### src/sv/swagc_pkg.sv
// shared types and constants for the sliding window gain control block
`timescale 1ns / 1ps

package swagc_pkg;

  localparam int FRAC_BITS = 23;
  localparam int OUT_BITS  = 24;
  localparam int CFG_BITS  = 9;
  localparam int CNT_BITS  = 32;
  localparam int STEP_BITS = $clog2(FRAC_BITS + 1);

  localparam logic [CFG_BITS-1:0] WL_RESET = 9'd250;

  localparam logic FUNC_PUSH  = 1'b0;
  localparam logic FUNC_DRAIN = 1'b1;

  localparam logic [OUT_BITS-1:0] SAT_POS = {1'b0, {(OUT_BITS-1){1'b1}}};
  localparam logic [OUT_BITS-1:0] SAT_NEG = {1'b1, {(OUT_BITS-1){1'b0}}};

  typedef logic [OUT_BITS-1:0] out_word_t;

  typedef struct packed {
    logic start;
    logic neg;
  } div_ctl_t;

endpackage

### src/sv/swagc_div.sv
// shift-subtract fraction divider with zero and saturation handling
`timescale 1ns / 1ps

module swagc_div #(
  parameter int SAMPLE_BITS = 24
) (
  input  logic                                       clk,
  input  logic                                       rst_n,
  input  swagc_pkg::div_ctl_t                        ctl,
  input  logic [SAMPLE_BITS-1:0]                     mag,
  input  logic [SAMPLE_BITS+swagc_pkg::CFG_BITS-1:0] divisor,
  output logic                                       busy,
  output swagc_pkg::out_word_t                       result
);

  localparam int SUM_BITS = SAMPLE_BITS + swagc_pkg::CFG_BITS;
  localparam int FB = swagc_pkg::FRAC_BITS;
  localparam int SB = swagc_pkg::STEP_BITS;

  logic                 busy_r, busy_nxt;
  logic [SB-1:0]        step_r, step_nxt;
  logic [SUM_BITS-1:0]  rem_r, rem_nxt;
  logic [SUM_BITS-1:0]  div_r, div_nxt;
  logic [FB-1:0]        quo_r, quo_nxt;
  logic                 neg_r, neg_nxt;
  swagc_pkg::out_word_t res_r, res_nxt;

  logic [SUM_BITS:0]    shifted;
  logic                 ge;
  logic [SUM_BITS-1:0]  mag_ext;
  swagc_pkg::out_word_t q_ext;

  assign shifted = {rem_r, 1'b0};
  assign ge      = shifted >= {1'b0, div_r};
  assign mag_ext = SUM_BITS'(mag);

  always_comb begin
    busy_nxt = busy_r;
    step_nxt = step_r;
    rem_nxt  = rem_r;
    div_nxt  = div_r;
    quo_nxt  = quo_r;
    neg_nxt  = neg_r;
    res_nxt  = res_r;
    q_ext    = '0;
    if (ctl.start) begin
      div_nxt = divisor;
      neg_nxt = ctl.neg;
      rem_nxt = mag_ext;
      quo_nxt = '0;
      step_nxt = SB'(FB);
      if (divisor == '0) begin
        res_nxt  = '0;
        busy_nxt = 1'b0;
      end else if (mag_ext >= divisor) begin
        // quotient reaches one: clamp
        res_nxt  = ctl.neg ? swagc_pkg::SAT_NEG : swagc_pkg::SAT_POS;
        busy_nxt = 1'b0;
      end else begin
        busy_nxt = 1'b1;
      end
    end else if (busy_r) begin
      rem_nxt  = ge ? SUM_BITS'(shifted - {1'b0, div_r}) : SUM_BITS'(shifted);
      quo_nxt  = {quo_r[FB-2:0], ge};
      step_nxt = step_r - SB'(1);
      if (step_r == SB'(1)) begin
        busy_nxt = 1'b0;
        q_ext    = {1'b0, quo_r[FB-2:0], ge};
        res_nxt  = neg_r ? (~q_ext + swagc_pkg::out_word_t'(1)) : q_ext;
      end
    end
  end

  always_ff @(posedge clk) begin
    if (!rst_n) begin
      busy_r <= 1'b0;
    end else begin
      busy_r <= busy_nxt;
    end
    step_r <= step_nxt;
    rem_r  <= rem_nxt;
    div_r  <= div_nxt;
    quo_r  <= quo_nxt;
    neg_r  <= neg_nxt;
    res_r  <= res_nxt;
  end

  assign busy   = busy_r;
  assign result = res_r;

endmodule

### config.mk
export PLATFORM = sky130hd
export DESIGN_NAME = swagc_div
export DESIGN_NICKNAME = d
export VERILOG_FILES = /design/src/sv/swagc_pkg.sv /design/src/sv/swagc_div.sv
export SDC_FILE = /design/constraint.sdc
export NUM_CORES = 1
export LEC_CHECK = 0
export BUFFER_PORTS_ARGS = -buffer_cell sky130_fd_sc_hd__buf_4
export CAP_MARGIN = 0
export CORE_MARGIN = 1.5
export CORE_UTILIZATION = 55
export CTS_CLUSTER_DIAMETER = 50
export DETAILED_ROUTE_END_ITERATION = 12
export PLACE_DENSITY_LB_ADDON = 0.2
export SLEW_MARGIN = 5
export SYNTH_ARGS = -nofsm -noshare
export SYNTH_HDL_FRONTEND = slang
export SYNTH_SLANG_ARGS = --single-unit
export TNS_END_PERCENT = 20
### constraint.sdc
create_clock -name clk -period 4.47 [get_ports clk]
set_input_delay 0.894 -clock clk [delete_from_list [all_inputs] [get_ports clk]]
set_output_delay 0.894 -clock clk [all_outputs]
set_load 0.03 [all_outputs]
==> summary.txt <==
Status
  • Outcome: complete, no violations

CTS
  • Num CTS Buffers: 17
  • Clock Latency Late Sink: roughly 420 ps
  • Clock tree sinks: 119
  • CTS Hold Bufs: 0
  • Htree depth: 4
  • Setup Fix Bufs, Post-CTS: 0
  • Clk buf depth: 2
  • Post-cts resize count: 0
  • Clk pin slew, worst setup/hold paths: 60 ps
  • CTS tree: done
  • CTS root buf: clkbuf_16

Critical path
  • Critical Path RT: 4600 ps
  • Setup CP Type: reg2reg
  • Crit path buffers/inverters: 1
  • R2R setup slack: 560 ps
  • CP arrival: 4040 ps
  • CP top delay family: compound AO/OA/AOI/OAI gates
  • CP max stage cell: or3_1
  • Cell Chain, Critical Path: ha_1, a21oi_1, a21oi_1, o21ai_0, a21bo_2, a21oi_2, inv_2, ha_1, nand2_1, or2_2, or3_1, o31ai_1, xor2_1, o21ai_0
  • Worst r2r dst: result[20]
  • RR Startpoint: rem_r[4]
  • Slowest stage delay, CP: 440 ps
  • Critical Path Source Type: register
  • Worst r2r path cells: 14
  • CP Max Fanout: 7
  • Crit end category: register

Floorplan
  • Initial Util: 56.60%
  • Rows: between 40 and 50
  • Total die area: about 15,000 um^2
  • # IOs: 86
  • Core ar.: between 10,000 and 15,000 um^2
  • DIE HEIGHT: approximately 120 um
  • DIE WIDTH: between 100 and 150 um

Timing
  • Max-slew headroom: roughly 29%
  • Setup TNS: 0 ps
  • F_max: 0.2557 GHz
  • Final hold vios: 0
  • Endpoints failing setup: 0
  • Period utilisation layout: 87.49%
  • Post-route minimum period: 3911 ps
  • Layout Skew: around 6.5 ps
  • Max Slew Vio Count: 0
  • Unrepaired setup endpoints after global routing: false
  • Worst-margin pin slew: about 1100 ps

Pwr
  • P per Cell Area: 361.9 nW/um^2
  • Peak VDD IR: 0.2909 mV
  • Leakage power: slightly below 4 nW

Finish
  • Final non-filler cell total: 1,134
  • Final instance area: between 9000 and 10,000 um^2
  • Synthesis-to-finish area growth: 16.66%
  • Fillers: 1,157
  • Share of cells above drive strength 1: 14.36%
  • Most frequent cells in the layout: buf_4, nor2_1, edfxtp_1, inv_1, nand2_1
  • Commonest non-fill, non-tap cell in the layout: buf_4
  • N_diodes: 0
  • Nets: 1,063

Drt
  • Total Wirelength: roughly 19 mm
  • Post-route ant nets: 0
  • Detailed Route Iter0 Violations: between 500 and 600
  • DRC viols: 0
  • Pre-Repair DR Iteration Count: 5
  • Routed vias/inst: roughly 6
  • Drt wl/cell: approximately 17 um
  • Via count: 6,782

Global route
  • Largest net degree at the start of global routing: 55
  • Gr usage total: 26.90%
  • First-pass GRT wire length: 31.38 mm
  • Vias in the first global route: 6,363
  • Remaining Overflow, GRT: 0
  • Antenna violations before repair: 0

Worst hold path
  • Hold path cells: 2
  • Min-Delay Path Class: reg2reg
  • Worst hold start: step_r[4]
  • Hold Path End: step_r[4]

Synth
  • Post-synth top flop: edfxtp_1
  • Synth cell types: 65
  • Sequential area share after synthesis: 40.62%
  • Syn Area/Cell: 8.992 um^2
  • Yosys warns: 0
  • Synthesized flop and latch total: 119
  • Gate Count Post-Synth: 877
  • Post-Syn Nets: 999
  • Mapped Area: a little under 8000 um^2
  • Async S/R FF share, synth: 0%
  • EDFF count, synth: 82

Placement
  • Placer congestion estimate: about 0.91
  • DP Area: 8622 um^2
  • DP HPWL: between 10 and 15 mm
  • Port Buffers: between 80 and 90
  • Placed Cells incl. Taps: around 1.1k

Job
  • Max_cap viols: 0
-- final cells by class --
| cell class | instances | area [um^2] | area share [%] |
|---|---|---|---|
| Multi-Input combinational cell | 630 | 4195 | 45.60 |
| Sequential cell | 119 | 3203 | 34.82 |
| Timing Repair Buffer | 93 | 698.2 | 7.589 |
| Clock buffer | 19 | 452.9 | 4.923 |
| Inverter | 80 | 300.3 | 3.264 |
| Tap cell | 180 | 225.2 | 2.448 |
| Clock inverter | 13 | 125.1 | 1.360 |
-- report_power, final --
part / internal, W / switching, W
Clock: 0.000843 / 0.000503
Sequential: 0.00125 / 0.0000356
Combinational: 0.000284 / 0.000417
-- worst min-delay path: stages (launching register included) --
cell and delay, ps:
dfxtp_1 340, xnor2_1 80, nand2_1 50
-- kinds of logic after synthesis --
family	after synthesis	synth area share (%)
muxes	27	3.443
xor gates and xnor gates	33	3.665
buffers and inverters	128	6.267
DFF	119	40.62
adders and majority gates	61	9.773
and+or+nand+nor	294	17.93
AOI/OAI and AO/OA	215	18.31
-- per-layer routing --
layer | GRT usage, % | up-vias | wire, um
met3 | 5.901 | 22 | 1282
met4 | 7.849 | 0 | 269
met2 | 43.92 | 253 | 9054
met5 | 0 | - | 0
met1 | 35.83 | 3171 | 8660
li1 | - | 3336 | -
-- synth_stat cells, types with 13 or more instances --
cell	count	area (um^2)
nor2_1	91	341.6
edfxtp_1	82	2462
inv_1	79	296.5
nand2_1	75	281.5
ha_1	60	750.7
a21oi_1	42	210.2
o21ai_0	42	210.2
dfxtp_1	37	740.7
clkbuf_1	31	116.4
a31oi_1	29	181.4
mux2i_1	26	260.3
nand3_1	25	125.1
nand4_1	24	150.1
a21o_1	18	135.1
or3_1	17	106.4
xor2_1	17	148.9
xnor2_1	16	140.1
o211ai_1	13	97.59
-- how the worst max path moves through the flow --
stage,from,endpoint,slack (ps),depth (start not counted)
2_1_floorplan,rem_r[22],result[20],430,17
3_3_place_gp,rem_r[4],result[22],670,14
3_5_place_dp,rem_r[4],result[22],620,14
4_1_cts,rem_r[4],result[22],600,14
5_1_grt,rem_r[4],result[20],250,14
6_report,rem_r[4],result[20],560,14
-- state kept, by name, indices dropped and copies added, names as in the netlist --
| signal | cells |
|---|---|
| div_r | 33 |
| rem_r | 33 |
| result | 24 |
| quo_r | 22 |
| step_r | 5 |
| busy | 1 |
| neg_r | 1 |
-- per-stage QoR --
stage          utilization [%]  hold slack, ps  setup slack, ps  total power (W)
2_1_floorplan                -           459.8            429.1         0.001799
3_3_place_gp             61.87           484.0            666.4         0.001981
3_5_place_dp             61.87           489.9            617.1         0.001988
4_1_cts                  66.02           507.2            599.7         0.003332
5_1_grt                  66.02           540.8            254.2         0.003471
6_report                 66.02           502.7            559.2         0.003329
Note: power is estimated with default switching activity, not from simulation.
